===== src/design/blca_pkg.sv =====
`timescale 1ns / 1ps
// ----------------------------------------------------------------------------
// blca_pkg
// Shared types and constants of the binary-lifting ancestor engine.
// ----------------------------------------------------------------------------
package blca_pkg;

   localparam int NODE_W         = 10;
   localparam int DEPTH_W        = 10;
   localparam int JUMP_BITS      = 10;
   localparam int CNT_W          = 11;
   localparam int BT_W           = $clog2(JUMP_BITS + 1);
   localparam int DEF_MAX_NODES  = 1024;
   localparam int DEF_LOG_LEVELS = 10;
   localparam logic [CNT_W-1:0] CNT_RESET = CNT_W'(1024);

   typedef enum logic [1:0] {
      CMD_LOAD  = 2'd0,
      CMD_BUILD = 2'd1,
      CMD_LCA   = 2'd2,
      CMD_KTH   = 2'd3
   } cmd_type;

   typedef enum logic [3:0] {
      S_IDLE,
      S_LOAD,
      S_BLD_CHECK,
      S_BLD_RD1,
      S_BLD_RD2,
      S_BLD_WR,
      S_CL_SCAN,
      S_CL_RD,
      S_CL_WB,
      S_LCA_DA,
      S_LCA_DB,
      S_LCA_SWAP,
      S_LCA_EQ,
      S_LCA_RU,
      S_LCA_RV,
      S_LCA_CMP
   } state_type;

   // The final read of the common ancestor query gets its own pair of states.
   typedef enum logic [1:0] {
      TAIL_NONE,
      TAIL_FIN,
      TAIL_RES
   } tail_type;

   typedef enum logic [2:0] {
      RD_BLD_J,
      RD_BLD_CHAIN,
      RD_CLIMB,
      RD_LCA_U,
      RD_LCA_V,
      RD_BASE_U
   } rd_sel_type;

   typedef enum logic [1:0] {
      RES_ZERO,
      RES_U,
      RES_V,
      RES_RD
   } res_sel_type;

   typedef struct packed {
      logic        capture;
      logic        capture_kth;
      logic        load_wr;
      logic        rd_en;
      rd_sel_type  rd_sel;
      logic        bld_wr;
      logic        lvl_set_one;
      logic        lvl_set_top;
      logic        lvl_inc;
      logic        lvl_dec;
      logic        j_clr;
      logic        j_inc;
      logic        bt_inc;
      logic        reps_load;
      logic        reps_dec;
      logic        v_from_rd;
      logic        dep_rd;
      logic        dep_sel_v;
      logic        du_load;
      logic        swap;
      logic        au_load;
      logic        lca_cmp;
      logic        res_load;
      res_sel_type res_sel;
   } ctl_cmd_type;

   typedef struct packed {
      logic bld_empty;
      logic j_last;
      logic lvl_last;
      logic lvl_zero;
      logic bt_end;
      logic k_bit;
      logic reps_last;
      logic same_node;
   } dp_status_type;

endpackage


===== src/design/blca_ctrl.sv =====
`timescale 1ns / 1ps
// ----------------------------------------------------------------------------
// blca_ctrl
// Sequencer for load, build, k-th ancestor and common ancestor commands.
// ----------------------------------------------------------------------------
module blca_ctrl (
   input  logic                   clock,
   input  logic                   reset,
   input  logic                   start,
   input  logic [1:0]             req_cmd,
   input  blca_pkg::dp_status_type st,
   output blca_pkg::ctl_cmd_type  ctl,
   output logic                   busy,
   output logic                   rsp_valid,
   output logic                   rsp_result_kind
);
   import blca_pkg::*;

   state_type state_ff, state_in;
   tail_type  tail_ff, tail_in;
   logic      is_lca_ff, is_lca_in;
   logic      rsp_valid_ff, rsp_valid_in;
   logic      rsp_kind_ff, rsp_kind_in;
   logic      accept;
   logic      finish;
   logic      kind_query;
   cmd_type   cmd;

   assign cmd    = cmd_type'(req_cmd);
   assign busy   = (state_ff != S_IDLE) || (tail_ff != TAIL_NONE);
   assign accept = start && !busy;

   // next state
   always_comb begin
      state_in  = state_ff;
      tail_in   = tail_ff;
      is_lca_in = is_lca_ff;
      unique case (tail_ff)
         TAIL_FIN: tail_in = TAIL_RES;
         TAIL_RES: tail_in = TAIL_NONE;
         default:  tail_in = TAIL_NONE;
      endcase
      unique case (state_ff)
         S_IDLE: begin
            if (accept) begin
               is_lca_in = (cmd == CMD_LCA);
               unique case (cmd)
                  CMD_LOAD:  state_in = S_LOAD;
                  CMD_BUILD: state_in = S_BLD_CHECK;
                  CMD_LCA:   state_in = S_LCA_DA;
                  default:   state_in = S_CL_SCAN;
               endcase
            end
         end
         S_LOAD: state_in = S_IDLE;
         S_BLD_CHECK: state_in = st.bld_empty ? S_IDLE : S_BLD_RD1;
         S_BLD_RD1: state_in = S_BLD_RD2;
         S_BLD_RD2: state_in = S_BLD_WR;
         S_BLD_WR: begin
            if (st.j_last && st.lvl_last) state_in = S_IDLE;
            else state_in = S_BLD_RD1;
         end
         S_CL_SCAN: begin
            if (st.bt_end) state_in = is_lca_ff ? S_LCA_EQ : S_IDLE;
            else if (st.k_bit) state_in = S_CL_RD;
         end
         S_CL_RD: state_in = S_CL_WB;
         S_CL_WB: state_in = st.reps_last ? S_CL_SCAN : S_CL_RD;
         S_LCA_DA: state_in = S_LCA_DB;
         S_LCA_DB: state_in = S_LCA_SWAP;
         S_LCA_SWAP: state_in = S_CL_SCAN;
         S_LCA_EQ: state_in = st.same_node ? S_IDLE : S_LCA_RU;
         S_LCA_RU: state_in = S_LCA_RV;
         S_LCA_RV: state_in = S_LCA_CMP;
         S_LCA_CMP: begin
            if (st.lvl_zero) begin
               state_in = S_IDLE;
               tail_in  = TAIL_FIN;
            end else begin
               state_in = S_LCA_RU;
            end
         end
         default: state_in = S_IDLE;
      endcase
   end

   // datapath commands
   always_comb begin
      ctl        = '0;
      finish     = 1'b0;
      kind_query = 1'b0;
      unique case (tail_ff)
         TAIL_FIN: begin
            ctl.rd_en  = 1'b1;
            ctl.rd_sel = RD_BASE_U;
         end
         TAIL_RES: begin
            finish      = 1'b1;
            kind_query  = 1'b1;
            ctl.res_sel = RES_RD;
         end
         default: ;
      endcase
      unique case (state_ff)
         S_IDLE: begin
            ctl.capture     = accept;
            ctl.capture_kth = (cmd == CMD_KTH);
         end
         S_LOAD: begin
            ctl.load_wr = 1'b1;
            finish      = 1'b1;
            ctl.res_sel = RES_ZERO;
         end
         S_BLD_CHECK: begin
            ctl.lvl_set_one = 1'b1;
            ctl.j_clr       = 1'b1;
            if (st.bld_empty) begin
               finish      = 1'b1;
               ctl.res_sel = RES_ZERO;
            end
         end
         S_BLD_RD1: begin
            ctl.rd_en  = 1'b1;
            ctl.rd_sel = RD_BLD_J;
         end
         S_BLD_RD2: begin
            ctl.rd_en  = 1'b1;
            ctl.rd_sel = RD_BLD_CHAIN;
         end
         S_BLD_WR: begin
            ctl.bld_wr = 1'b1;
            if (st.j_last) begin
               if (st.lvl_last) begin
                  finish      = 1'b1;
                  ctl.res_sel = RES_ZERO;
               end else begin
                  ctl.lvl_inc = 1'b1;
                  ctl.j_clr   = 1'b1;
               end
            end else begin
               ctl.j_inc = 1'b1;
            end
         end
         S_CL_SCAN: begin
            if (st.bt_end) begin
               if (!is_lca_ff) begin
                  finish      = 1'b1;
                  kind_query  = 1'b1;
                  ctl.res_sel = RES_V;
               end
            end else if (st.k_bit) begin
               ctl.reps_load = 1'b1;
            end else begin
               ctl.bt_inc = 1'b1;
            end
         end
         S_CL_RD: begin
            ctl.rd_en  = 1'b1;
            ctl.rd_sel = RD_CLIMB;
         end
         S_CL_WB: begin
            ctl.v_from_rd = 1'b1;
            ctl.reps_dec  = 1'b1;
            ctl.bt_inc    = st.reps_last;
         end
         S_LCA_DA: ctl.dep_rd = 1'b1;
         S_LCA_DB: begin
            ctl.du_load   = 1'b1;
            ctl.dep_rd    = 1'b1;
            ctl.dep_sel_v = 1'b1;
         end
         S_LCA_SWAP: ctl.swap = 1'b1;
         S_LCA_EQ: begin
            if (st.same_node) begin
               finish      = 1'b1;
               kind_query  = 1'b1;
               ctl.res_sel = RES_U;
            end else begin
               ctl.lvl_set_top = 1'b1;
            end
         end
         S_LCA_RU: begin
            ctl.rd_en  = 1'b1;
            ctl.rd_sel = RD_LCA_U;
         end
         S_LCA_RV: begin
            ctl.rd_en   = 1'b1;
            ctl.rd_sel  = RD_LCA_V;
            ctl.au_load = 1'b1;
         end
         S_LCA_CMP: begin
            ctl.lca_cmp = 1'b1;
            ctl.lvl_dec = !st.lvl_zero;
         end
         default: ;
      endcase
      ctl.res_load = finish;
   end

   assign rsp_valid_in = finish;
   assign rsp_kind_in  = kind_query;

   always_ff @(posedge clock) begin
      if (reset) begin
         state_ff     <= S_IDLE;
         tail_ff      <= TAIL_NONE;
         is_lca_ff    <= 1'b0;
         rsp_valid_ff <= 1'b0;
         rsp_kind_ff  <= 1'b0;
      end else begin
         state_ff     <= state_in;
         tail_ff      <= tail_in;
         is_lca_ff    <= is_lca_in;
         rsp_valid_ff <= rsp_valid_in;
         rsp_kind_ff  <= rsp_kind_in;
      end
   end

   assign rsp_valid       = rsp_valid_ff;
   assign rsp_result_kind = rsp_kind_ff;

endmodule


===== config.mk =====
export PLATFORM = sky130hd
export DESIGN_NAME = blca_ctrl
export DESIGN_NICKNAME = d
export VERILOG_FILES = /design/src/design/blca_pkg.sv /design/src/design/blca_ctrl.sv
export SDC_FILE = /design/constraint.sdc
export NUM_CORES = 1
export LEC_CHECK = 0
export ABC_AREA = 1
export BUFFER_PORTS_ARGS = -buffer_cell sky130_fd_sc_hd__buf_2
export CAP_MARGIN = 0
export CORE_MARGIN = 5
export CORE_UTILIZATION = 45
export CTS_CLUSTER_DIAMETER = 80
export DETAILED_ROUTE_END_ITERATION = 8
export PLACE_DENSITY = 0.87
export SLEW_MARGIN = 20
export SYNTH_ARGS = -nofsm -noshare
export SYNTH_HDL_FRONTEND = slang
export SYNTH_SLANG_ARGS = --single-unit

===== constraint.sdc =====
create_clock -name clock -period 1.7 [get_ports clock]
set_input_delay 0.255 -clock clock [delete_from_list [all_inputs] [get_ports clock]]
set_output_delay 0.255 -clock clock [all_outputs]
set_load 0.1 [all_outputs]

==> results of run 1 <==
per-stage QoR:
step           cells    util
2_1_floorplan    165       -
3_3_place_gp     234  0.9656
3_5_place_dp     234  0.9656
cells by family after synthesis:
group | Yosys count
flip-flops | 9
buffers and inverters | 27
AO/OA/AOI/OAI | 20
AND/OR/NAND/NOR | 109
==> results.txt, run 1 <==
status: did not finish
Halt Stage: clock tree synthesis
stop err: [ERROR DPL-0038] Utilization greater than 100%, impossible to legalize
Die H: 53.87 um
Sink Count: 9
Post-synth ARST share: 0
HPWL Detailed: 3848 um
worst-case clock buffer depth: 2
top-count cell post-synth: nor2_1
Ports: 43
largest family of logic cells by synthesized area: simple AND/OR/NAND/NOR gates
Starting Density: 0.4856
PostCTS Resize Cnt: 47
Post-synth EDFFs: 0
row count: 15
Compound-Gate Fraction of Synth Area: 0.1315
Place WS: -0.09710 ns
gp weighted congestion: 0.9953
Yosys top cell by area: dfxtp_1
Netlist cell types: 22
adder-cell area share of the yosys netlist: 0
CTS buffer count: 3
post-synthesis mux area share: 0
mapped cell area: 865.8 um^2
CTS root buf: clkbuf_4
Synth Area in XOR/XNOR: 0
Hold-fix buffers, CTS: 0
DIE WIDTH: 53.87 um
H-Tree Depth: 1
number of post-CTS setup repair buffers: 11
Mapped Nets: 178
Area contributors post-synth: dfxtp_1, nor2_1, nand2_1
commonest cells in the netlist: nor2_1, nand2_1, inv_1
simple-gate share of the synthesized area: 0.5303
Synth Register Bits: 9
Avg Cell Area, Syn: 5.247 um^2
PortBufs: 42
top cell type's share of synthesized area: 0.2081
Post-DP Area: 1722 um^2
Seq/Total Area, Yosys: 0.2081
YS warnings: 0
Syn Inst Count: 165
Synth Flop Type: dfxtp_1
==> run 2, diff against run 1 <==
Settings changed: CORE_AREA set to 5 5 66 68, CORE_MARGIN 5 to unset, CORE_UTILIZATION 45 to unset, CTS_CLUSTER_DIAMETER 80 to unset, DIE_AREA set to 0 0 71 73, PLACE_DENSITY 0.87 to unset, PLACE_DENSITY_LB_ADDON set to 0.15.
==> run 2 against run 1 <==
  * The flow now finishes, with violations (setup timing)
  * Synthesized area is the same
  * Synthesized cell count is the same
==> results.txt, run 2 <==
status: finished, violations left (was did not finish)
failing checks: setup timing
vias in the first global route: 1301
max capacitance violation total: 0
post-route setup slack: -0.1401 ns
Starting Density: 0.2279 (was 0.4856)
Avg Cell Area, Syn: 5.247 um^2 (unchanged)
CTS tree: built
Synth Area in XOR/XNOR: 0 (unchanged)
Die H: 73 um (was 53.87 um)
Post-synth EDFFs: 0 (unchanged)
DRC: 0
YS warnings: 0 (unchanged)
Hold-fix buffers, CTS: 0 (unchanged)
initial antenna violation count: 0
Hold Path Class: input port to register
Achievable Freq: 543.5 MHz
Layout Skew: 0.001732 ns
Clk Latency, worst-skew pair: 0.24 ns
Starting DRT DRC Count: 33
Vias/cell: 4.439
layout cells sized above 1: 0.5900
die area: 5183 um^2
CP max FO: 5
commonest non-fill, non-tap cell in the layout: nand2_1
Final Hold Fails: 0
Synth Register Bits: 9 (unchanged)
Synth Flop Type: dfxtp_1 (unchanged)
worst-case clock buffer depth: 2 (unchanged)
PortBufs: 42 (unchanged)
simple-gate share of the synthesized area: 0.5303 (unchanged)
Overflow after GRT: 0
Vias: 1283
top-count cell post-synth: nor2_1 (unchanged)
Syn Inst Count: 165 (unchanged)
Worst slew margin: 0.6787
Place WS: 0.07735 ns (was -0.09710 ns)
largest family of logic cells by synthesized area: simple AND/OR/NAND/NOR gates (unchanged)
adder-cell area share of the yosys netlist: 0 (unchanged)
core area: 3799 um^2
Compound-Gate Fraction of Synth Area: 0.1315 (unchanged)
global-route wire length before repair: 5816 um
HPWL Detailed: 3041 um (was 3848 um)
Startpoint Class: register
Netlist cell types: 22 (unchanged)
WP data required: 1.44 ns
largest registers: state_ff (4), tail_ff (2)
Ant. Diodes: 0
row count: 23 (was 15)
min Tclk post-route: 1.840 ns
DIE WIDTH: 71 um (was 53.87 um)
gp weighted congestion: 0.8118 (was 0.9953)
# fillers: 352
post-synthesis mux area share: 0 (unchanged)
Sink Count: 9 (unchanged)
layout overhead on the synthesized area: 151.6%
Ports: 43 (unchanged)
Area contributors post-synth: dfxtp_1, nor2_1, nand2_1 (unchanged)
Biggest register: state_ff
Post-synth ARST share: 0 (unchanged)
H-Tree Depth: 1 (unchanged)
Seq/Total Area, Yosys: 0.2081 (unchanged)
top cell type's share of synthesized area: 0.2081 (unchanged)
average wire per standard cell: 12.60 um
setup TNS: -0.4533 ns
pin count of the biggest net entering global routing: 8
mapped cell area: 865.8 um^2 (unchanged)
final setup vio count: 7
CP arrival: 1.59 ns
register area: 196.4 um^2
commonest cells in the netlist: nor2_1, nand2_1, inv_1 (unchanged)
max reg flops: 4
Final nets: 253
CTS root buf: clkbuf_8 (was clkbuf_4)
RSZ-0062 raised after global routing: yes
clock-pin slew on the worst setup and hold paths: 0.04 ns
Tot GR Track Use: 0.1419
multi-input logic area: 887.1 um^2
ANT nets after route: 0
CTS buffer count: 3 (unchanged)
Yosys top cell by area: dfxtp_1 (unchanged)
crit path kind: register to output port
Worst-Margin Slew: 0.4854 ns
commonest cells after routing, fill and taps aside: nand2_1, nor2_1, buf_12
Mapped Nets: 178 (unchanged)
fin. max-slew vios: 0
nature of the critical path endpoint: output port
DR pass1 iterations: 4
drt total wl: 3641 um
final worst path period share: 1.082
run 2: cell counts after synthesis:
No cell type changed its count.
run 2: per-stage QoR:
stage	area [um^2]	util	cells	hold slack, ns
floorplan	1125	-	165	0.3144
global placement	1858	0.4891	267	0.4863
detailed placement	1858	0.4891	267	0.4916
CTS	2056	0.5412	281	0.2480
global route	2178	0.5735	289	0.2604
finish	2178	0.5735	289	0.2484
run 2: per-layer routing:
metal | share of wire | vias to the layer above | GRT usage
met3 | 0.051 | 10 | 0.03030
met5 | 0 | - | 0
met4 | 0.032 | 0 | 0.05637
met2 | 0.51 | 37 | 0.2585
met1 | 0.40 | 568 | 0.1606
li1 | - | 668 | -
run 2: worst max-delay path: stages, from the launching register on:
cell and delay (ns):
dfxtp_4 0.40, inv_4 0.06, nor2_1 0.23, nand3_1 0.11, nand2_1 0.10, nand2_1 0.09
nand4_1 0.16, buf_12 0.19
run 2: layout make-up:
| type | instances | area share |
|---|---|---|
| clock buffer | 4 | 0.02068 |
| inverter | 24 | 0.04882 |
| multi-input combinational | 129 | 0.4072 |
| sequential | 9 | 0.09018 |
| tap | 50 | 0.02872 |
| timing repair buffer | 73 | 0.4044 |
run 2: cells by family after synthesis:
family / Yosys count
AOI/OAI and AO/OA: 20
buffers and inverters: 27
DFF: 9
and+or+nand+nor: 109
run 2: path summary, 6_finish.rpt:
kind                     from           to  slack, ns  cells past startpoint
setup / recovery  state_ff[0]       ctl[1]      -0.14                      7
hold / removal          reset  state_ff[1]       0.25                      2
setup reg to reg  state_ff[1]    is_lca_ff       0.20                     10
hold reg to reg    tail_ff[1]   tail_ff[1]       0.55                      3
run 2: repair_timing:
action / in CTS / in global routing
pin swaps: 14 / 15
gates resized for setup: 24 / 20
setup buffers: 10 / 8
gates cloned: 0 / 0
endpoints found under the setup margin: 14 / 16
Power of run 2 is left out: the tool's default activity adds up to more than one toggle a clock period on the data nets, which glitch-free logic cannot reach.
